===== src/hw/rtl/ptps_pkg.sv =====
package ptps_pkg;

	localparam int XY_BITS = 10;
	localparam int TIME_BITS = 16;
	localparam int CFG_BITS = 16;
	localparam int DEPTH_BITS = 12;
	localparam int DEPTH_STEPS = 12;
	localparam int ANGLE_BITS = 9;
	localparam int Z_BITS = 21;
	localparam int S_BITS = 27;
	localparam int THIRD_BITS = 15;
	localparam int PRE_SHIFT = 16;

	// squared radius bound: d*d*S <= 2^26
	localparam logic [S_BITS-1:0] S_LIMIT = 27'd67108864;
	localparam logic [S_BITS-1:0] S_SAT = 27'd67108865;
	localparam logic [S_BITS-1:0] S_NEAR = 27'd16;
	localparam logic [DEPTH_BITS-1:0] DEPTH_FULL = 12'd2048;

	localparam logic signed [Z_BITS-1:0] Z_QUARTER = 21'sd262144;
	localparam logic signed [Z_BITS-1:0] Z_EIGHTH = 21'sd131072;
	localparam logic [Z_BITS:0] Z_OFFSET = 22'd1048576;

	// floor(t/3) = (t*43691) >> 17 for any 16-bit t
	localparam logic [16:0] THIRD_MUL = 17'd43691;
	localparam int THIRD_SHIFT = 17;
	// floor(f/5) = (f*205) >> 10 for any 8-bit f
	localparam logic [7:0] FIFTH_MUL = 8'd205;
	localparam int FIFTH_SHIFT = 10;

	typedef enum logic [1:0] {
		REG_WIDTH = 2'd0,
		REG_HEIGHT = 2'd1,
		REG_TIME = 2'd2
	} cfg_reg_t;

	// atan(2^-i) in units of 2^-20 turn
	function automatic logic signed [Z_BITS-1:0] atan_step(input int i);
		logic signed [Z_BITS-1:0] r;
		case (i)
			0: r = 21'sd131072;
			1: r = 21'sd77376;
			2: r = 21'sd40884;
			3: r = 21'sd20753;
			4: r = 21'sd10417;
			5: r = 21'sd5213;
			6: r = 21'sd2607;
			7: r = 21'sd1304;
			8: r = 21'sd652;
			9: r = 21'sd326;
			10: r = 21'sd163;
			11: r = 21'sd81;
			12: r = 21'sd41;
			13: r = 21'sd20;
			14: r = 21'sd10;
			15: r = 21'sd5;
			default: r = '0;
		endcase
		return r;
	endfunction

endpackage


===== src/hw/rtl/ptps_shade.sv =====
module ptps_shade (
	input logic clk,
	input logic en,
	input logic [ptps_pkg::DEPTH_BITS-1:0] depth,
	input logic [ptps_pkg::ANGLE_BITS-1:0] angle,
	input logic [ptps_pkg::TIME_BITS-1:0] t,
	input logic [ptps_pkg::THIRD_BITS-1:0] t_third,
	output logic [7:0] intensity_s
);
	import ptps_pkg::*;

	logic [TIME_BITS:0] dsum;
	logic [TIME_BITS-1:0] asum;
	logic on;
	logic [7:0] fade;
	logic [15:0] fprod;
	logic [7:0] dim;

	assign dsum = (TIME_BITS+1)'(depth) + (TIME_BITS+1)'(t);
	assign asum = TIME_BITS'(angle) + TIME_BITS'(t_third);
	assign on = dsum[4] ^ asum[4];
	assign fade = (depth > DEPTH_BITS'(255)) ? 8'd255 : depth[7:0];
	assign fprod = fade * FIFTH_MUL;
	assign dim = 8'(fprod >> FIFTH_SHIFT);

	always_ff @(posedge clk) begin
		if (en) begin
			intensity_s <= on ? fade : dim;
		end
	end

endmodule

===== config.mk =====
export PLATFORM = sky130hd
export DESIGN_NAME = ptps_shade
export DESIGN_NICKNAME = d
export VERILOG_FILES = /design/src/hw/rtl/ptps_pkg.sv /design/src/hw/rtl/ptps_shade.sv
export SDC_FILE = /design/constraint.sdc
export NUM_CORES = 1
export LEC_CHECK = 0
export BUFFER_PORTS_ARGS = -buffer_cell sky130_fd_sc_hd__clkbuf_2
export CAP_MARGIN = 15
export CORE_MARGIN = 10
export CORE_UTILIZATION = 35
export CTS_CLUSTER_DIAMETER = 40
export DETAILED_ROUTE_END_ITERATION = 7
export PLACE_DENSITY = 0.66
export SLEW_MARGIN = 20
export SYNTH_ARGS = -nofsm -noshare
export SYNTH_HDL_FRONTEND = slang
export SYNTH_SLANG_ARGS = --single-unit

===== constraint.sdc =====
create_clock -name clk -period 5 [get_ports clk]
set_input_delay 0.25 -clock clk [delete_from_list [all_inputs] [get_ports clk]]
set_output_delay 0.25 -clock clk [all_outputs]
set_load 0.1 [all_outputs]

==> results.sh <==
export IMPL_gr_total_overflow=0
export IMPL_start_util_pct=35.9
export IMPL_critPathArrivalTime_ns=4.68
export IMPL_worst_path_buf_inv=3
export IMPL_synth_top_family_by_area="adder cells"
export IMPL_yosys_warnings=0
export IMPL_slew_headroom_pct=63.6
export IMPL_cap_violations=0
export IMPL_finalSetupViolCount=0
export IMPL_post_cts_buffers=0
export IMPL_ys_types=44
export IMPL_layout_nets=354
export IMPL_hpwlAfterDp_um=3740
export IMPL_gp_congestion=0.860
export IMPL_finalCritPeriodShare_pct=94.0
export IMPL_fmax_ghz=0.213
export IMPL_place_inst=311
export IMPL_ant_nets=0
export IMPL_wl_met3_um=128
export IMPL_tns_ns=0
export IMPL_antennaDiodeCount=0
export IMPL_crit_path_end_kind="register"
export IMPL_synthMuxAreaShare_pct=0.618
export IMPL_wl_per_cell_um=13.0
export IMPL_routed_via_density=4.86
export IMPL_grt_max_degree=15
export IMPL_syn_area_mm2=0.00182
export IMPL_synth_simple_area_share_pct=15.5
export IMPL_synth_fa_ha_area_share_pct=40.8
export IMPL_path_common_cell="ha_1"
export IMPL_crit_family="adder cells"
export IMPL_gr_usage_all_layers_pct=9.44
export IMPL_synth_top_area_share_pct=30.9
export IMPL_cts_buffer_depth=2
export IMPL_start_kind="input port"
export IMPL_wl_um=4070
export IMPL_cp_cell_sequence="clkbuf_2, or4_4, or2_2, ha_1, xor2_1, ha_1, fa_1, inv_1, fa_1, inv_1, ha_1, a41oi_1, o21ai_1, a31oi_4, a21boi_2, or3_1, a31o_1"
export IMPL_max_stage_delay_ns=0.60
export IMPL_hold_viol=0
export IMPL_htreeDepth=1
export IMPL_status="completed"
export IMPL_wl_met2_um=2010
export IMPL_synth_area_leader_cell="ha_1"
export IMPL_cts_buffers=3
export IMPL_vdd_drop_max_uv=206
export IMPL_post_cts_resized=0
export IMPL_grt_pass1_wl_um=6720
export IMPL_avgSynthCellArea_um2=9.25
export IMPL_crit_fanout=11
export IMPL_ys_seq_area_share_pct=13.2
export IMPL_cts_tree="built"
export IMPL_ys_ff_latch=8
export IMPL_stdcell_count=314
export IMPL_postCtsHoldBufs=0
export IMPL_drive_above_1_share_pct=27.0
export IMPL_synth_main_ff_cell="edfxtp_1"
export IMPL_synth_xor_area_share_pct=7.21
export IMPL_min_period_ns=4.70
export IMPL_synth_fp_nets=305
export IMPL_root_buffer="clkbuf_8"
export IMPL_fin_util_pct=43.4
export IMPL_post_route_drc_count=0
export IMPL_synthCells=197
export IMPL_numPortBuffers=36
export IMPL_largest_reg_flops=8
export IMPL_synth_compound_area_share_pct=17.1
export IMPL_clkSinkCount=8
export IMPL_die_width_um=92.1
export IMPL_reg_largest_list="intensity_s: 8 flops"
export IMPL_grt_pass1_vias=1511
export IMPL_synth_edf_count=8
export IMPL_die_area_mm2=0.00849
export IMPL_clk_pin_slew_ns=0.04
export IMPL_power_density_mw_per_mm2=299
export IMPL_first_iter_violations=50
export IMPL_drv_slew=0
export IMPL_antenna_found_initial=0
export IMPL_die_h_um=92.1
export IMPL_crit_type="in2reg"
export IMPL_tightest_slew_ns=0.548
export IMPL_p_total_mw=0.658
export IMPL_synth_area_top_cells="ha_1, edfxtp_1, fa_1"
export IMPL_drt_first_pass_iters=4
export IMPL_vias=1526
export IMPL_leakagePower_nw=1.04
export IMPL_cp_required_ns=4.98
export IMPL_rsz0062_at_grt="no"
export IMPL_regMostFlops="intensity_s"
export IMPL_core_area_mm2=0.00507
export IMPL_rows=26
export IMPL_hold_class="in2reg"
export IMPL_routed_top_layer="met4"
export IMPL_async_reset_ff_share_pct=0
export IMPL_syn_to_final_growth_pct=21.0
export IMPL_pin_count=62
export IMPL_crit_slowest_cell="or4_4"
export IMPL_met1Wirelength_um=1880
[metal layers]
metal  vias up  global-route usage, %
met3         5                   1.63
li1        807                      -
met1       694                   11.6
met5         -                      0
met2        20                   16.3
met4         0                   3.08
[power breakdown]
group          internal, mW  leakage (nW)  switching [mW]  total (mW)
clock                0.0522        0.0216          0.0257      0.0778
combinational         0.154         0.937           0.318       0.472
sequential            0.104        0.0790         0.00445       0.108
total                 0.310          1.04           0.348       0.658
[cell families (layout without fill, tap and decap cells)]
kind of cell,count (synthesis),in the layout
compound gates,42,42
buf+inv,25,72
xor+xnor,15,15
simple gates,52,52
flops,8,8
mux,1,1
fa+ha+maj,54,54
[cells in the final DEF (no fill, tap or decap), types with 3 or more instances in the layout]
cell	Yosys	routed
ha_1	45	45
clkbuf_2	0	36
nor2_1	21	21
inv_1	19	19
buf_4	0	14
a21oi_1	12	12
xnor2_1	11	11
fa_1	9	9
edfxtp_1	8	8
nand3_1	6	6
nand2_1	6	6
o21ai_0	6	5
xor2_1	4	4
a21o_1	4	4
nand4_1	4	4
o211ai_1	3	3
clkbuf_8	0	3
[final cells by class]
cell class                      instances  area (um^2)
Timing Repair Buffer                   50          285
Tap cell                               70         87.6
Multi-Input combinational cell        164         1480
Sequential cell                         8          240
Inverter                               19         71.3
Fill cell                             534         2870
Clock buffer                            3         41.3
[Yosys cell counts, drive strengths merged, types with 6 or more instances]
master / count
ha: 45
a21oi: 13
nand3: 6
nor2: 21
inv: 19
xnor2: 11
edfxtp: 8
nand2: 6
fa: 9
o21ai: 7
[metrics by stage]
step / worst slack [ns] / hold slack, ns / instance area (um^2)
2_1_floorplan: 0.0311 / 0.362 / 1820
3_3_place_gp: 0.0730 / 0.567 / 2160
3_5_place_dp: 0.0381 / 0.576 / 2160
4_1_cts: 0.276 / 0.334 / 2200
5_1_grt: 0.0906 / 0.371 / 2200
6_report: 0.300 / 0.337 / 2200
[final timing paths]
check | startpoint | to | slack [ns] | depth (start not counted)
setup / recovery | depth[10] | intensity_s[2] | 0.30 | 17
hold / removal | depth[7] | intensity_s[7] | 0.34 | 3
Note: power is estimated with default switching activity, not from simulation.
