$ cat src/hw/rtl/ptps_pkg.sv
package ptps_pkg;

	localparam int XY_BITS = 10;
	localparam int TIME_BITS = 16;
	localparam int CFG_BITS = 16;
	localparam int DEPTH_BITS = 12;
	localparam int DEPTH_STEPS = 12;
	localparam int ANGLE_BITS = 9;
	localparam int Z_BITS = 21;
	localparam int S_BITS = 27;
	localparam int THIRD_BITS = 15;
	localparam int PRE_SHIFT = 16;

	// squared radius bound: d*d*S <= 2^26
	localparam logic [S_BITS-1:0] S_LIMIT = 27'd67108864;
	localparam logic [S_BITS-1:0] S_SAT = 27'd67108865;
	localparam logic [S_BITS-1:0] S_NEAR = 27'd16;
	localparam logic [DEPTH_BITS-1:0] DEPTH_FULL = 12'd2048;

	localparam logic signed [Z_BITS-1:0] Z_QUARTER = 21'sd262144;
	localparam logic signed [Z_BITS-1:0] Z_EIGHTH = 21'sd131072;
	localparam logic [Z_BITS:0] Z_OFFSET = 22'd1048576;

	// floor(t/3) = (t*43691) >> 17 for any 16-bit t
	localparam logic [16:0] THIRD_MUL = 17'd43691;
	localparam int THIRD_SHIFT = 17;
	// floor(f/5) = (f*205) >> 10 for any 8-bit f
	localparam logic [7:0] FIFTH_MUL = 8'd205;
	localparam int FIFTH_SHIFT = 10;

	typedef enum logic [1:0] {
		REG_WIDTH = 2'd0,
		REG_HEIGHT = 2'd1,
		REG_TIME = 2'd2
	} cfg_reg_t;

	// atan(2^-i) in units of 2^-20 turn
	function automatic logic signed [Z_BITS-1:0] atan_step(input int i);
		logic signed [Z_BITS-1:0] r;
		case (i)
			0: r = 21'sd131072;
			1: r = 21'sd77376;
			2: r = 21'sd40884;
			3: r = 21'sd20753;
			4: r = 21'sd10417;
			5: r = 21'sd5213;
			6: r = 21'sd2607;
			7: r = 21'sd1304;
			8: r = 21'sd652;
			9: r = 21'sd326;
			10: r = 21'sd163;
			11: r = 21'sd81;
			12: r = 21'sd41;
			13: r = 21'sd20;
			14: r = 21'sd10;
			15: r = 21'sd5;
			default: r = '0;
		endcase
		return r;
	endfunction

endpackage

$ cat src/hw/rtl/ptps_depth.sv
module ptps_depth #(
	parameter int NS = 12
) (
	input logic clk,
	input logic [NS-1:0] en,
	input logic [ptps_pkg::S_BITS-1:0] s,
	output logic [ptps_pkg::DEPTH_BITS-1:0] depth
);
	import ptps_pkg::*;

	localparam int TW = S_BITS + 2 * DEPTH_BITS;

	// running d, d*d*S and d*S, one result bit per stage for the first DEPTH_STEPS stages
	logic [DEPTH_BITS-1:0] d_s [NS+1];
	logic [S_BITS-1:0] p_s [NS+1];
	logic [S_BITS-1:0] ds_s [NS+1];
	logic [S_BITS-1:0] s_s [NS+1];
	logic near_s [NS+1];

	assign d_s[0] = '0;
	assign p_s[0] = '0;
	assign ds_s[0] = '0;
	assign s_s[0] = s;
	assign near_s[0] = (s < S_NEAR);

	genvar k;
	generate
		for (k = 0; k < NS; k++) begin : g_stage
			logic [DEPTH_BITS-1:0] nd;
			logic [S_BITS-1:0] np, nds;
			if (k < DEPTH_STEPS) begin : g_bit
				localparam int B = DEPTH_STEPS - 1 - k;
				logic [TW-1:0] trial, dnext;
				always_comb begin
					// (d + 2^B)^2 * S = dds + 2^(B+1) * d*S + 2^(2B) * S
					trial = TW'(p_s[k]) + (TW'(ds_s[k]) << (B + 1))
						+ (TW'(s_s[k]) << (2 * B));
					dnext = TW'(ds_s[k]) + (TW'(s_s[k]) << B);
					if (trial <= TW'(S_LIMIT)) begin
						nd = d_s[k] | (DEPTH_BITS'(1) << B);
						np = trial[S_BITS-1:0];
						nds = dnext[S_BITS-1:0];
					end else begin
						nd = d_s[k];
						np = p_s[k];
						nds = ds_s[k];
					end
				end
			end else begin : g_pass
				assign nd = d_s[k];
				assign np = p_s[k];
				assign nds = ds_s[k];
			end
			always_ff @(posedge clk) begin
				if (en[k]) begin
					d_s[k+1] <= nd;
					p_s[k+1] <= np;
					ds_s[k+1] <= nds;
					s_s[k+1] <= s_s[k];
					near_s[k+1] <= near_s[k];
				end
			end
		end
	endgenerate

	assign depth = near_s[NS] ? DEPTH_FULL : d_s[NS];

endmodule

$ cat config.mk
export PLATFORM = sky130hd
export DESIGN_NAME = ptps_depth
export DESIGN_NICKNAME = d
export VERILOG_FILES = /design/src/hw/rtl/ptps_pkg.sv /design/src/hw/rtl/ptps_depth.sv
export SDC_FILE = /design/constraint.sdc
export NUM_CORES = 2
export LEC_CHECK = 0
export BUFFER_PORTS_ARGS = -buffer_cell sky130_fd_sc_hd__buf_2
export CAP_MARGIN = 20
export CORE_MARGIN = 2
export CORE_UTILIZATION = 54
export CTS_BUF_LIST = sky130_fd_sc_hd__clkbuf_8
export DETAILED_ROUTE_END_ITERATION = 10
export GPL_TIMING_DRIVEN = 1
export HOLD_SLACK_MARGIN = 0.02
export PLACE_DENSITY = 0.68
export SLEW_MARGIN = 20
export SYNTH_ARGS = -nofsm -noshare
export SYNTH_HDL_FRONTEND = slang
export SYNTH_SLANG_ARGS = --single-unit
$ cat constraint.sdc
create_clock -name clk -period 12.1 [get_ports clk]
set_clock_uncertainty 0.1 [all_clocks]
set_input_delay 2.42 -clock clk [delete_from_list [all_inputs] [get_ports clk]]
set_output_delay 2.42 -clock clk [all_outputs]
set_load 0.005 [all_outputs]
==> summary.md <==
| Metric | Value |
|---|---|
| Clock-pin slew on the worst setup and hold paths | 0.06 ns |
| Unrepaired setup endpoints after global routing | no |
| Cell mode on critical path | or4_1 |
| Compound-cell area share of the yosys netlist | 0.156 |
| Power density cells | 144 nW/um2 |
| Largest net degree at the start of global routing | 71 |
| Largest family of logic cells by synthesized area | adder cells |
| IO Port Bufs | 51 |
| Worst Hold Launch | d_s[42] |
| Ys flop type | edfxtp_1 |
| Hold EP | d_s[30] |
| Area share of the leading cell type in the synthesized netlist | 0.442 |
| DR vias | 35865 |
| R2R setup slack | 6.09 ns |
| CP Data Required Time | 12.54 ns |
| Synth top area cells | edfxtp_1 44%, ha_1 12%, fa_1 6.6% |
| Routability cong. | 0.910 |
| Wire per inst | 19.5 um |
| Clk sink count | 768 |
| Cts hold-fix bufs | 0 |
| Fin nets | 5387 |
| Crit path capture type | flip-flop |
| Layout cells sized above 1 | 0.0937 |
| Die height | 315 um |
| Peak supply drop | 0.113 mV |
| Yosys cell types | 97 |
| Most frequent cell after synthesis | edfxtp_1 |
| Crit path kind | reg2reg |
| Total gr overflow | 0 |
| # IOs | 52 |
| Max clock buf depth | 3 |
| Critical Path, Cell by Cell | fa_1 -> ha_1 -> inv_1 -> fa_1 -> nand2b_1 -> a21oi_1 -> nor2_1 -> or4_1 -> or4_1 -> or4_1 -> o41ai_1 -> and4_2 -> mux2_2 |
| Final cell count without fillers | 6051 |
| Util after Layout | 0.591 |
| Core area | 95300 um2 |
| Die area | 99100 um2 |
| Fin Setup TNS | 0 ns |
| Worst r2r src | ds_s[141] |
| Max-Cap Viols | 0 |
| Antenna Nets Post-Route | 0 |
| Slowest CP cell | and4_2 |
| Post-synth top cells | 768 x edfxtp_1, 489 x ha_1, 333 x o21ai_0 |
| Total GRT Usage | 0.241 |
| Vias per cell | 5.93 |
| Post-CTS Setup Inserts | 0 |
| Avg Cell Area, Syn | 11.4 um2 |
| Fillers | 7903 |
| Vias in the first global route | 36296 |
| DP HPWL | 93000 um |
| Post-route DRC | 0 |
| Max_slew headroom | 0.280 |
| CP arrival | 6.45 ns |
| Skew-Pair Late Insertion Delay | 0.82 ns |
| Final Setup Violations | 0 |
| Number of flops mapped to enable cells by yosys | 768 |
| DR iter-0 viols | 2003 |
| Die width | 315 um |
| Reg-to-reg endpoint | ds_s[116] |
| Initial antenna violation count | 1 |
| Sequential area share after synthesis | 0.442 |
| First-pass GRT wire length | 189000 um |
| Fmax | 166 MHz |
| Cell taking the most area after synthesis | edfxtp_1 |
| Crit-path max FO | 45 |
| Row Count | 113 |
| Fraction of registers with async set/reset | 0 |
| #FFs+latches synth | 768 |
| Period utilisation layout | 0.497 |
| Simple-Gate Fraction of Synth Area | 0.106 |
| Htree depth | 4 |
| Worst-Margin Slew | 1.08 ns |
| Post-synthesis adder-cell area fraction | 0.183 |
| Area growth from synthesis to layout | 7.92% |
| Minimum clock period | 6.01 ns |
| Pre-antenna DRT Iters | 5 |
| Hold Path Cell Cnt | 0 |
| Pwr Total | 8080 uW |
| WL final | 118000 um |
| Worst R2R Path Depth | 13 |
| CTS root buf | clkbuf_8 |
| Reg area | 23100 um2 |
| Post-Synth XOR/XNOR Area | 0.0506 |
| Post-synthesis mux area share | 0.0416 |
| Mapped Cells | 4556 |
| Final Hold Vio Count | 0 |
| # resized after CTS | 0 |
| Fin. max-slew vios | 0 |
| Initial Utilization | 0.547 |
| DP Cell Count | 5815 |
| Min-Delay Path Class | reg2reg |
| Pleak | 0.0223 uW |
| CTS tree | done |
| CTS buffer count | 134 |
| Setup crit start kind | flip-flop |
| Synthesized cell area | 52100 um2 |
| Yosys warning count | 0 |
| Outcome | finished, final reports clean |
| Multi-input gate area | 28000 um2 |
| CP peak stage delay | 1.02 ns |
[report_power, final]
group	switching (uW)	internal, uW
clock	1080	1190
sequential	178	3150
combinational	1430	1050
[metal layers]
| layer | GRT usage | wire [um] | up-vias |
|---|---|---|---|
| li1 | - | - | 17593 |
| met1 | 0.274 | 47000 | 17337 |
| met2 | 0.452 | 62600 | 663 |
| met3 | 0.0340 | 4110 | 272 |
| met4 | 0.0987 | 4600 | 0 |
| met5 | 0 | 0 | - |
[metrics by stage]
stage                     cell area (um2)  hold WS [ns]  setup slack [ns]
final                               56300         0.315              6.09
after CTS                           56200         0.319              6.08
after global routing                56300         0.324              5.73
after floorplan                     52200         0.300              7.41
after detailed placement            53700         0.305              6.11
after global placement              53700         0.302              6.15
[placed cells by master (no fill, tap or decap), types with 166 or more instances in the layout]
cell type    n
fa_1       171
ha_1       489
o21ai_0    333
xnor2_1    166
a21oi_1    306
inv_1      202
nor2_1     230
nand2_1    305
edfxtp_1   768
[layout make-up]
type                    count  share of cell area
multi-input cells        3538               0.498
clock buffers             135              0.0330
repair buffers             71             0.00765
flip-flops and latches    768               0.410
clock inverters            97              0.0113
inverters                 174              0.0116
diodes                      3            0.000133
well taps                1265              0.0281
[critical path, delay by kind of cell (launching register included)]
kind | cells | cell delay [ns]
buffers and inverters | 1 | 0.06
muxes | 1 | 0.42
adders and majority gates | 3 | 1.13
AOI/OAI and AO/OA | 2 | 0.73
DFF | 1 | 0.46
and+or+nand+nor | 6 | 2.80
[state kept, by name (all words and copies together), names as in the netlist]
name and flops:
ds_s 217, near_s 12, d_s 78, s_s 297, p_s 164
[logic make-up after synthesis]
| family | after synthesis |
|---|---|
| buffers and inverters | 260 |
| AOI/OAI and AO/OA | 1265 |
| DFF | 768 |
| other | 1 |
| muxes | 192 |
| and+or+nand+nor | 1109 |
| adders and majority gates | 660 |
| xor gates and xnor gates | 301 |
[worst max path at each step]
| stage | startpoint | to | slack, ns | cells after the start |
|---|---|---|---|---|
| 3_3_place_gp | ds_s[141] | p_s[119] | 6.15 | 13 |
| 2_1_floorplan | ds_s[85] | ds_s[79] | 7.41 | 15 |
| 4_1_cts | ds_s[141] | ds_s[117] | 6.08 | 13 |
| 5_1_grt | ds_s[141] | ds_s[113] | 5.73 | 13 |
| 6_report | ds_s[141] | ds_s[116] | 6.09 | 13 |
| 3_5_place_dp | ds_s[141] | ds_s[118] | 6.11 | 13 |
Note: power is estimated with default switching activity, not from simulation.
