File: src/hw/rtl/ptps_pkg.sv
package ptps_pkg;

	localparam int XY_BITS = 10;
	localparam int TIME_BITS = 16;
	localparam int CFG_BITS = 16;
	localparam int DEPTH_BITS = 12;
	localparam int DEPTH_STEPS = 12;
	localparam int ANGLE_BITS = 9;
	localparam int Z_BITS = 21;
	localparam int S_BITS = 27;
	localparam int THIRD_BITS = 15;
	localparam int PRE_SHIFT = 16;

	// squared radius bound: d*d*S <= 2^26
	localparam logic [S_BITS-1:0] S_LIMIT = 27'd67108864;
	localparam logic [S_BITS-1:0] S_SAT = 27'd67108865;
	localparam logic [S_BITS-1:0] S_NEAR = 27'd16;
	localparam logic [DEPTH_BITS-1:0] DEPTH_FULL = 12'd2048;

	localparam logic signed [Z_BITS-1:0] Z_QUARTER = 21'sd262144;
	localparam logic signed [Z_BITS-1:0] Z_EIGHTH = 21'sd131072;
	localparam logic [Z_BITS:0] Z_OFFSET = 22'd1048576;

	// floor(t/3) = (t*43691) >> 17 for any 16-bit t
	localparam logic [16:0] THIRD_MUL = 17'd43691;
	localparam int THIRD_SHIFT = 17;
	// floor(f/5) = (f*205) >> 10 for any 8-bit f
	localparam logic [7:0] FIFTH_MUL = 8'd205;
	localparam int FIFTH_SHIFT = 10;

	typedef enum logic [1:0] {
		REG_WIDTH = 2'd0,
		REG_HEIGHT = 2'd1,
		REG_TIME = 2'd2
	} cfg_reg_t;

	// atan(2^-i) in units of 2^-20 turn
	function automatic logic signed [Z_BITS-1:0] atan_step(input int i);
		logic signed [Z_BITS-1:0] r;
		case (i)
			0: r = 21'sd131072;
			1: r = 21'sd77376;
			2: r = 21'sd40884;
			3: r = 21'sd20753;
			4: r = 21'sd10417;
			5: r = 21'sd5213;
			6: r = 21'sd2607;
			7: r = 21'sd1304;
			8: r = 21'sd652;
			9: r = 21'sd326;
			10: r = 21'sd163;
			11: r = 21'sd81;
			12: r = 21'sd41;
			13: r = 21'sd20;
			14: r = 21'sd10;
			15: r = 21'sd5;
			default: r = '0;
		endcase
		return r;
	endfunction

endpackage

File: src/hw/rtl/ptps_front.sv
module ptps_front #(
	parameter int CB = 10,
	parameter int AW = 32
) (
	input logic clk,
	input logic [1:0] en,
	input logic [ptps_pkg::XY_BITS-1:0] pixel_x,
	input logic [ptps_pkg::XY_BITS-1:0] pixel_y,
	input logic [ptps_pkg::XY_BITS-1:0] width,
	input logic [ptps_pkg::XY_BITS-1:0] height,
	output logic [ptps_pkg::S_BITS-1:0] s_s2,
	output logic signed [AW-1:0] x_s2,
	output logic signed [AW-1:0] y_s2,
	output logic signed [ptps_pkg::Z_BITS-1:0] z_s2,
	output logic iter_s2
);
	import ptps_pkg::*;

	localparam int DXW = CB + 2;
	localparam int DYW = CB + 3;
	localparam int SW = 2 * DYW + 1;
	localparam int EW = (SW > S_BITS) ? SW : S_BITS;

	logic [CB-1:0] px, py, w, h;

	generate
		if (CB <= XY_BITS) begin : g_trim
			assign px = pixel_x[CB-1:0];
			assign py = pixel_y[CB-1:0];
			assign w = width[CB-1:0];
			assign h = height[CB-1:0];
		end else begin : g_ext
			assign px = {{(CB-XY_BITS){1'b0}}, pixel_x};
			assign py = {{(CB-XY_BITS){1'b0}}, pixel_y};
			assign w = {{(CB-XY_BITS){1'b0}}, width};
			assign h = {{(CB-XY_BITS){1'b0}}, height};
		end
	endgenerate

	// offsets from the centre: x in half units, y in quarter units
	logic signed [DXW-1:0] dx_s1;
	logic signed [DYW-1:0] dy_s1;

	always_ff @(posedge clk) begin
		if (en[0]) begin
			dx_s1 <= $signed({1'b0, px, 1'b0}) - $signed({2'b00, w});
			dy_s1 <= $signed({1'b0, py, 2'b00}) - $signed({2'b00, h, 1'b0});
		end
	end

	logic signed [DYW-1:0] xe, ye;
	logic signed [2*DYW-1:0] x2, y2;
	logic [SW-1:0] s_sum;
	logic [EW-1:0] s_ext;
	logic [S_BITS-1:0] s_sat;

	assign xe = DYW'(dx_s1);
	assign ye = dy_s1;
	assign x2 = xe * xe;
	assign y2 = ye * ye;
	assign s_sum = {1'b0, x2} + {1'b0, y2};
	assign s_ext = EW'(s_sum);
	// anything past the bound gives depth 0 anyway
	assign s_sat = (s_ext > EW'(S_LIMIT)) ? S_SAT : s_ext[S_BITS-1:0];

	logic signed [DYW:0] xr, yr;
	logic signed [Z_BITS-1:0] zr;
	logic iter;

	// fold the left half plane by a quarter turn, catch axes and diagonals
	always_comb begin
		xr = (DYW+1)'(xe);
		yr = (DYW+1)'(ye);
		zr = '0;
		iter = 1'b0;
		if (xe < 0) begin
			if (ye >= 0) begin
				xr = (DYW+1)'(ye);
				yr = -((DYW+1)'(xe));
				zr = Z_QUARTER;
			end else begin
				xr = -((DYW+1)'(ye));
				yr = (DYW+1)'(xe);
				zr = -Z_QUARTER;
			end
		end
		if (yr == 0) begin
			iter = 1'b0;
		end else if (xr == 0) begin
			zr = (yr > 0) ? zr + Z_QUARTER : zr - Z_QUARTER;
		end else if (yr == xr) begin
			zr = zr + Z_EIGHTH;
		end else if (yr == -xr) begin
			zr = zr - Z_EIGHTH;
		end else begin
			iter = 1'b1;
		end
	end

	always_ff @(posedge clk) begin
		if (en[1]) begin
			s_s2 <= s_sat;
			x_s2 <= AW'(xr) <<< PRE_SHIFT;
			y_s2 <= AW'(yr) <<< PRE_SHIFT;
			z_s2 <= zr;
			iter_s2 <= iter;
		end
	end

endmodule

File: config.mk
export PLATFORM = sky130hd
export DESIGN_NAME = ptps_front
export DESIGN_NICKNAME = d
export VERILOG_FILES = /design/src/hw/rtl/ptps_pkg.sv /design/src/hw/rtl/ptps_front.sv
export SDC_FILE = /design/constraint.sdc
export NUM_CORES = 1
export LEC_CHECK = 0
export BUFFER_PORTS_ARGS = -buffer_cell sky130_fd_sc_hd__clkbuf_2
export CORE_MARGIN = 2
export CORE_UTILIZATION = 55
export CTS_BUF_LIST = sky130_fd_sc_hd__clkbuf_4 sky130_fd_sc_hd__clkbuf_8
export DETAILED_ROUTE_END_ITERATION = 8
export PLACE_DENSITY = 0.84
export SKIP_CTS_REPAIR_TIMING = 1
export SYNTH_ARGS = -nofsm -noshare
export SYNTH_HDL_FRONTEND = slang
export SYNTH_SLANG_ARGS = --single-unit
File: constraint.sdc
create_clock -name clk -period 13.55 [get_ports clk]
set_input_delay 0.6775 -clock clk [delete_from_list [all_inputs] [get_ports clk]]
set_output_delay 0.6775 -clock clk [all_outputs]
set_load 0.01 [all_outputs]
==> results of run 1 <==
final timing paths:
kind,endpoint,from,cells past startpoint,slack [ns]
worst max-delay path,s_s2[7],dy_s1[1],30,4.44
worst min-delay path,dy_s1[1],height[0],1,0.50
worst max register to register,s_s2[7],dy_s1[1],30,4.44
worst min register to register,s_s2[0],dx_s1[0],3,0.93
sequential cells by signal, indices dropped and copies added, names as in the netlist:
name / count
s_s2: 26
y_s2: 14
dy_s1: 12
x_s2: 14
z_s2: 4
dx_s1: 12
iter_s2: 1
metal layers:
metal	vias to the layer above	global-route usage, %
li1	5932	-
met1	6295	32.9
met2	615	44.2
met3	117	4.94
met4	0	9.81
met5	-	0
final cells by class:
cell class	instances	area (µm²)
clock buffer	9	124
clock inverter	7	76.3
fill	2600	12700
inverter	430	1610
multi-input combinational	1292	12300
sequential	83	2490
tap	396	495
timing repair buffer	112	578
cell usage after synthesis (10+ instances only):
cell,instances,area share (%)
a21boi_0,11,0.49
a21o_1,17,0.76
a21oi_1,54,1.6
a31oi_1,17,0.63
and2_1,31,1.1
and3_1,17,0.63
buf_4,54,2.4
clkbuf_1,39,0.87
edfxtp_1,83,15
fa_1,251,30
ha_1,185,14
inv_1,426,9.5
nand2_1,113,2.5
nand3_1,20,0.59
nor2_1,164,3.6
nor2b_1,13,0.48
nor3_1,31,0.92
nor4_1,10,0.37
o21ai_0,40,1.2
xnor2_1,86,4.5
xor2_1,28,1.5
worst max-delay path, delay by kind of cell (launching register included):
family          cells  cell delay [ns]
simple gates        6             1.46
flops               1             0.95
fa+ha+maj           8             3.19
buf+inv             5             0.67
xor+xnor            1             0.11
compound gates     10             2.41
metrics by stage:
stage          instances  instance area [µm²]  setup slack (ns)
2_1_floorplan       1909                17100              5.22
3_3_place_gp        2313                17500              4.79
3_5_place_dp        2313                17500              4.62
4_1_cts             2329                17700              4.56
5_1_grt             2329                17700              3.84
6_report            2329                17700              4.44
logic make-up (layout without fill, tap and decap cells):
logic type               count (synthesis)  in the layout
adder cells (fa/ha/maj)                436            436
other                                    1             50
multiplexers                             7              7
buffers and inverters                  534            558
AND/OR/NAND/NOR                        460            460
XOR/XNOR                               114            114
AO/OA/AOI/OAI                          225            225
flip-flops                              83             83
==> qor.log, run 1 <==
INFO  clock_network  ctsLongestPathBuffers=2
INFO  clock_network  worstSkewPairLatency=0.42ns
INFO  timing         tightestPinTransition=1.07ns
INFO  drt            routedLengthMet1=16.2mm
INFO  drt            vias=12959
INFO  setup_path     worst_path_arrival=9.21ns
INFO  timing         fin_worst_hold_slack=0.501ns
INFO  finish         mostFrequentLayoutCell=inv_1
INFO  yosys          syn_area_per_cell=9.07µm²
INFO  yosys          synth_compound_area_share=9.12%
INFO  clock_network  tritoncts=yes
INFO  clock_network  cts_htree_levels=3
INFO  yosys          synthesis.instances=1860
INFO  yosys          yosys.cell_types.count=85
INFO  finish         syn2layout_area_growth=5.04%
INFO  die            initial_core_util=55.4%
INFO  worst_hold_path hp-class=in2reg
INFO  drt            highest_layer=met4
INFO  setup_path     worst-path-max-fanout=20
INFO  global_routing grt_pass1_vias=13546
INFO  yosys          main_combinational_cell_family_by_area_after_synthesis=adder cells
INFO  timing         min_tclk_post_route=9.11ns
INFO  die            dieWidth=179µm
INFO  die            rows=64
INFO  setup_path     setup.worst_path.start_class=flip-flop
INFO  outcome        outcome=complete, no violations
INFO  drt            drt.antenna.violating_nets=0
INFO  yosys          synthAdderAreaFrac=43.5%
INFO  yosys          yosys.area_share.simple=13.0%
INFO  timing         post-route-period-util=67.2%
INFO  global_routing global_route.overflow_total=0
INFO  drt            sum_of_met3_wire_segment_lengths_after_detailed_routing=3.14mm
INFO  die            die-height=179µm
INFO  finish         n_antenna_cell=0
INFO  global_routing grt_use_total=26.0%
INFO  global_routing global_route_wire_length_before_repair=65.2mm
INFO  drt            route.met2.wl=18.9mm
INFO  place          routabilityCongestion=0.969
INFO  global_routing grt_max_degree=71
INFO  yosys          synthXorXnorAreaFrac=5.92%
INFO  setup_path     worst_path_max_delay_cell=edfxtp_1
INFO  timing         max-slew-margin-rel=28.4%
INFO  clock_network  cts_root_buf=clkbuf_8
INFO  clock_network  numClockSinks=83
INFO  place          dpl.hpwl=32.0mm
INFO  yosys          postSynthRegisterBits=83
INFO  setup_path     worst-setup-path-type=reg2reg
INFO  yosys          synthesized_area=0.0169mm²
INFO  run            maxCapViolations=0
INFO  setup_path     crit_required=13.65ns
INFO  drt            initialDrtViolationCount=1007
INFO  die            core=0.0304mm²
INFO  timing         rsz0062_at_grt=false
INFO  timing         achievable-frequency=110MHz
INFO  yosys          yosys_most_used_dff=edfxtp_1
INFO  yosys          synth-edff-count=83
INFO  drt            post-route-drc-count=0
INFO  finish         final_core_utilization=58.2%
INFO  drt            detailedRoute.firstPassIterationCount=5
INFO  global_routing antenna_found_initial=0
INFO  finish         post_route_cells_drive_above_1_share=7.92%
INFO  yosys          synthMuxAreaShare=0.445%
INFO  setup_path     setup.worst_path.end_class=flip-flop
INFO  drt            wl=39.5mm
INFO  timing         endpoints_failing_hold=0
INFO  setup_path     critical_path.most_common_cell=inv_1
INFO  timing         finalSetupViolCount=0
INFO  setup_path     slowest_delay=0.95ns
INFO  yosys          postSynth.asyncResetShare=0%
INFO  drt            route.detailed.vias_per_inst=5.56
INFO  clock_network  path_clk_slew=0.14ns
INFO  yosys          ys_warn_count=0
INFO  clock_network  cts-buffers-inserted=9
INFO  finish         finalNetCount=2407
INFO  timing         finalMaxSlewViolations=0
INFO  timing         fin_worst_skew=0.0399ns
INFO  finish         layout.cells.most_common_list=inv_1 (426), fa_1 (251), ha_1 (185)
INFO  drt            detail_route.wl_per_cell=17.0µm
INFO  timing         setup-tns-final=0ns
INFO  yosys          yosysSeqAreaShare=14.8%
INFO  place          placement.io_buffers=105
INFO  die            top_level_ports=156
INFO  die            die-area=0.0321mm²
Power of run 1 is not shown: default switching activity piles up to over one toggle a cycle in this logic, so the estimate is an artifact.
==> inputs of run 2 (changes only) <==
--- a/config.mk
+++ b/config.mk
@@ -10,7 +10,7 @@
 export CORE_UTILIZATION = 55
 export CTS_BUF_LIST = sky130_fd_sc_hd__clkbuf_4 sky130_fd_sc_hd__clkbuf_8
 export DETAILED_ROUTE_END_ITERATION = 8
-export PLACE_DENSITY = 0.84
+export PLACE_DENSITY = 0.87
 export SKIP_CTS_REPAIR_TIMING = 1
 export SYNTH_ARGS = -nofsm -noshare
 export SYNTH_HDL_FRONTEND = slang
==> constraint.sdc (replaced) <==
create_clock -name clk -period 8.1 [get_ports clk]
set_input_delay 0.405 -clock clk [delete_from_list [all_inputs] [get_ports clk]]
set_output_delay 0.405 -clock clk [all_outputs]
set_load 0.01 [all_outputs]
==> qor.log, run 2 (synthesized netlist as in run 1, its figures left out) <==
INFO  outcome        outcome=complete, no violations
INFO  global_routing grt_pass1_vias=13794
INFO  clock_network  cts_htree_levels=3
INFO  setup_path     worst-path-max-fanout=10
INFO  timing         max-slew-margin-rel=42.8%
INFO  global_routing grt_most_used_layer=met2
INFO  global_routing grt_util_met1=35.2%
INFO  global_routing grt.met2_usage=45.8%
INFO  setup_path     slowest_delay=0.62ns
INFO  setup_path     crit_required=8.20ns
INFO  drt            post-route-drc-count=0
INFO  finish         syn2layout_area_growth=8.27%
INFO  global_routing global_route_wire_length_before_repair=67.8mm
INFO  timing         finalMaxSlewViolations=0
INFO  place          placement.io_buffers=105
INFO  finish         finalNetCount=2467
INFO  drt            detail_route.wl_per_cell=17.4µm
INFO  setup_path     worst_path_buffer_plus_inverter_count=7
INFO  drt            wl=41.6mm
INFO  die            initial_core_util=55.4%
INFO  clock_network  cts-buffers-inserted=9
INFO  finish         max_flop_register=s_s2
INFO  run            maxCapViolations=0
INFO  global_routing grt_max_degree=60
INFO  die            dieWidth=179µm
INFO  place          dpl.hpwl=34.2mm
INFO  global_routing global_route.overflow_total=0
INFO  timing         setup_slack=0.279ns
INFO  timing         achievable-frequency=128MHz
INFO  finish         n_antenna_cell=0
INFO  die            core=0.0304mm²
INFO  die            rows=64
INFO  die            die-height=179µm
INFO  global_routing grt_use_total=27.1%
INFO  finish         final_core_utilization=60.0%
INFO  timing         min_tclk_post_route=7.82ns
INFO  clock_network  path_clk_slew=0.10ns
INFO  setup_path     cpLargestDelayFamily=adder cells
INFO  global_routing antenna_found_initial=0
INFO  setup_path     critical_path.most_common_cell=fa_1
INFO  place          preCtsSetupSlack=0.260ns
INFO  finish         layout.cells.most_common_list=inv_1 (424), fa_1 (251), ha_1 (185)
INFO  setup_path     setup.worst_path.end_class=flip-flop
INFO  drt            initialDrtViolationCount=1258
INFO  clock_network  cts_root_buf=clkbuf_8
INFO  die            top_level_ports=156
INFO  timing         tightestPinTransition=0.836ns
INFO  timing         endpoints_failing_hold=0
INFO  drt            detailedRoute.firstPassIterationCount=8
INFO  drt            vias=13354
INFO  timing         finalSetupViolCount=0
INFO  clock_network  tritoncts=yes
INFO  setup_path     worst-setup-path-type=reg2reg
INFO  timing         post-route-period-util=96.6%
INFO  die            die-area=0.0321mm²
INFO  place          routabilityCongestion=0.962
INFO  finish         nFillCells=2531
INFO  clock_network  numClockSinks=83
INFO  setup_path     setup.worst_path.start_class=flip-flop
INFO  worst_hold_path hp-class=in2reg
INFO  clock_network  worstSkewPairLatency=0.40ns
INFO  setup_path     worst_path_max_delay_cell=edfxtp_1
INFO  finish         largest_register_ffs=26
INFO  drt            route.detailed.vias_per_inst=5.59
INFO  finish         post_route_cells_drive_above_1_share=11.2%
INFO  finish         mostFrequentLayoutCell=inv_1
INFO  finish         layout_top_registers=s_s2 (26), x_s2 (14), y_s2 (14)
INFO  setup_path     worst_path_arrival=7.92ns
INFO  timing         fin_worst_skew=0.0222ns
INFO  drt            drt.antenna.violating_nets=0
INFO  clock_network  ctsLongestPathBuffers=2
INFO  global_routing groute.layer.met3.usage=5.20%
==> run 2: final cells by class <==
class / instances / area [µm²] / area share, %
clock inverter: 5 / 103 / 0.562
inverter: 430 / 1630 / 8.90
timing repair buffer: 172 / 1030 / 5.65
multi-input combinational: 1292 / 12400 / 67.8
clock buffer: 10 / 131 / 0.719
sequential: 83 / 2490 / 13.6
tap: 396 / 495 / 2.71
==> run 2: final timing paths <==
check	startpoint	to	slack, ns	depth (start not counted)
setup reg to reg	dx_s1[2]	s_s2[7]	0.28	29
hold / removal	height[0]	dy_s1[1]	0.24	1
hold reg to reg	dx_s1[11]	y_s2[25]	0.79	1
setup / recovery	dx_s1[2]	s_s2[7]	0.28	29
==> run 2: routing by layer <==
layer | vias up | part of all wire (%)
met5 | - | 0
met1 | 6527 | 40
met4 | 0 | 2.6
li1 | 6044 | -
met3 | 110 | 8.9
met2 | 673 | 48
==> run 2: metrics by stage <==
| stage | TNS [ns] | std cells | hold WS, ns | instance area (µm²) |
|---|---|---|---|---|
| 2_1_floorplan | 0 | 1909 | 0.504 | 17100 |
| 3_3_place_gp | 0 | 2355 | 0.643 | 17800 |
| 3_5_place_dp | 0 | 2355 | 0.647 | 17800 |
| 4_1_cts | 0 | 2370 | 0.245 | 18100 |
| 5_1_grt | -0.992 | 2388 | 0.253 | 18300 |
| 6_report | 0 | 2388 | 0.240 | 18300 |
Power of run 2 is left out for the same reason.
==> inputs of run 3 (changes only) <==
--- a/config.mk
+++ b/config.mk
@@ -5,12 +5,12 @@
 export SDC_FILE = /design/constraint.sdc
 export NUM_CORES = 1
 export LEC_CHECK = 0
-export BUFFER_PORTS_ARGS = -buffer_cell sky130_fd_sc_hd__clkbuf_2
 export CORE_MARGIN = 2
 export CORE_UTILIZATION = 55
 export CTS_BUF_LIST = sky130_fd_sc_hd__clkbuf_4 sky130_fd_sc_hd__clkbuf_8
 export DETAILED_ROUTE_END_ITERATION = 8
-export PLACE_DENSITY = 0.87
+export DONT_BUFFER_PORTS = 1
+export PLACE_DENSITY = 0.79
 export SKIP_CTS_REPAIR_TIMING = 1
 export SYNTH_ARGS = -nofsm -noshare
 export SYNTH_HDL_FRONTEND = slang
==> constraint.sdc (replaced) <==
create_clock -name clk -period 7.8 [get_ports clk]
set_input_delay 0.39 -clock clk [delete_from_list [all_inputs] [get_ports clk]]
set_output_delay 0.39 -clock clk [all_outputs]
set_load 0.01 [all_outputs]
==> qor.log, run 3 (synthesized netlist as in run 1, its figures left out) <==
INFO  finish         area.sequential=0.00249mm²
INFO  setup_path     worst-setup-path-type=reg2reg
INFO  timing         setup-tns-final=0ns
INFO  die            top_level_ports=156
INFO  finish         mostFrequentLayoutCell=inv_1
INFO  place          preCtsSetupSlack=-0.0268ns
INFO  finish         final_design_area_excluding_fillers=0.0182mm²
INFO  drt            post-route-drc-count=0
INFO  finish         finalNetCount=2391
INFO  place          placement.io_buffers=0
INFO  place          post-place-cells=2270
INFO  place          dpl_cell_area=0.0175mm²
INFO  die            initial_core_util=55.4%
INFO  global_routing global_route.overflow_total=0
INFO  drt            wl=40.7mm
INFO  timing         min_tclk_post_route=7.65ns
INFO  clock_network  cts-buffers-inserted=9
INFO  setup_path     worst_path_max_delay_cell=fa_1
INFO  clock_network  tritoncts=yes
INFO  finish         syn2layout_area_growth=7.73%
INFO  setup_path     crit-reg2reg-capture=s_s2[7]
INFO  drt            drt.antenna.violating_nets=0
INFO  global_routing global_route_wire_length_before_repair=65.7mm
INFO  finish         max_flop_register=s_s2
INFO  run            maxCapViolations=0
INFO  finish         n_antenna_cell=0
INFO  die            die-height=179µm
INFO  clock_network  ctsLongestPathBuffers=2
INFO  worst_hold_path sink_of_the_worst_hold_path=dx_s1[0]
INFO  drt            route.detailed.vias_per_inst=5.57
INFO  finish         layout.cells.most_common_list=inv_1 (419), fa_1 (247), ha_1 (177)
INFO  die            rows=64
INFO  timing         setup_slack=0.147ns
INFO  timing         finalMaxSlewViolations=0
INFO  setup_path     crit_required=7.95ns
INFO  setup_path     slowest_delay=0.59ns
INFO  clock_network  worstSkewPairLatency=0.40ns
INFO  finish         post_route_cells_drive_above_1_share=9.60%
INFO  timing         endpoints_failing_hold=0
INFO  finish         layoutNonFillerInstCount=2313
INFO  finish         nFillCells=2591
INFO  clock_network  cts_htree_levels=3
INFO  global_routing antenna_found_initial=0
INFO  die            die-area=0.0321mm²
INFO  worst_hold_path min_path_cells=0
INFO  worst_hold_path hp-class=in2reg
INFO  timing         achievable-frequency=131MHz
INFO  finish         layout_top_registers=s_s2 (26), x_s2 (14), y_s2 (14)
INFO  clock_network  numClockSinks=83
INFO  timing         tightestPinTransition=0.721ns
INFO  place          routabilityCongestion=0.956
INFO  setup_path     setup.worst_path.start_class=flip-flop
INFO  drt            initialDrtViolationCount=1147
INFO  die            dieWidth=179µm
INFO  setup_path     worst_r2r_startpoint=dx_s1[3]
INFO  timing         fin_worst_skew=0.0142ns
INFO  setup_path     worst-path-max-fanout=10
INFO  outcome        outcome=complete, no violations
INFO  die            core=0.0304mm²
INFO  worst_hold_path worst_hold_startpoint=width[0]
INFO  setup_path     worst_path_arrival=7.81ns
INFO  clock_network  path_clk_slew=0.10ns
INFO  timing         post-route-period-util=98.1%
INFO  finish         multi_input_comb_area=0.0126mm²
INFO  finish         largest_register_ffs=26
INFO  drt            detail_route.wl_per_cell=17.6µm
INFO  clock_network  cts_root_buf=clkbuf_8
INFO  place          dpl.hpwl=33.2mm
INFO  setup_path     timing.reg2reg.worst_path_depth=30
INFO  setup_path     worst-r2r-setup-slack=0.15ns
INFO  global_routing grt_use_total=26.1%
INFO  drt            vias=12884
INFO  global_routing grt_max_degree=60
INFO  global_routing grt_pass1_vias=13386
INFO  timing         finalSetupViolCount=0
INFO  setup_path     setup.worst_path.end_class=flip-flop
INFO  timing         max-slew-margin-rel=51.4%
INFO  drt            detailedRoute.firstPassIterationCount=5
-- run 3: routing by layer --
metal | GRT usage, % | part of all wire [%]
met5 | 0 | 0
met4 | 7.63 | 2.7
met3 | 4.75 | 6.7
met2 | 44.9 | 49
met1 | 33.7 | 42
-- run 3: worst max-delay path by stage --
stage               from       to  cells after the start
2_1_floorplan  dy_s1[12]  s_s2[0]                     30
3_3_place_gp    dy_s1[2]  s_s2[0]                     28
3_5_place_dp    dy_s1[2]  s_s2[0]                     30
4_1_cts         dy_s1[2]  s_s2[0]                     30
5_1_grt         dx_s1[1]  s_s2[0]                     31
6_report        dx_s1[3]  s_s2[7]                     30
-- run 3: critical path: cells and delay by family, from the launching register on --
family          cells  cell delay, ns
flops               1            0.47
fa+ha+maj           7            3.01
compound gates      7            1.69
buf+inv             8            0.85
xor+xnor            1            0.14
simple gates        7            1.23
-- run 3: area by class of cell --
cell class,count,area share (%)
Multi-Input combinational cell,1292,69.1
Sequential cell,83,13.7
Inverter,430,9.00
Timing Repair Buffer,96,4.35
Tap cell,396,2.73
Clock buffer,9,0.682
Clock inverter,7,0.434
-- run 3: metrics by stage --
| step | hold WS [ns] | utilization (%) |
|---|---|---|
| final | 0.0781 | 59.7 |
| after global routing | 0.0570 | 59.7 |
| after CTS | 0.0701 | 58.1 |
| after detailed placement | 0.489 | 57.4 |
| after global placement | 0.489 | 57.4 |
| after floorplan | 0.489 | - |
Power of run 3 is left out for the same reason.
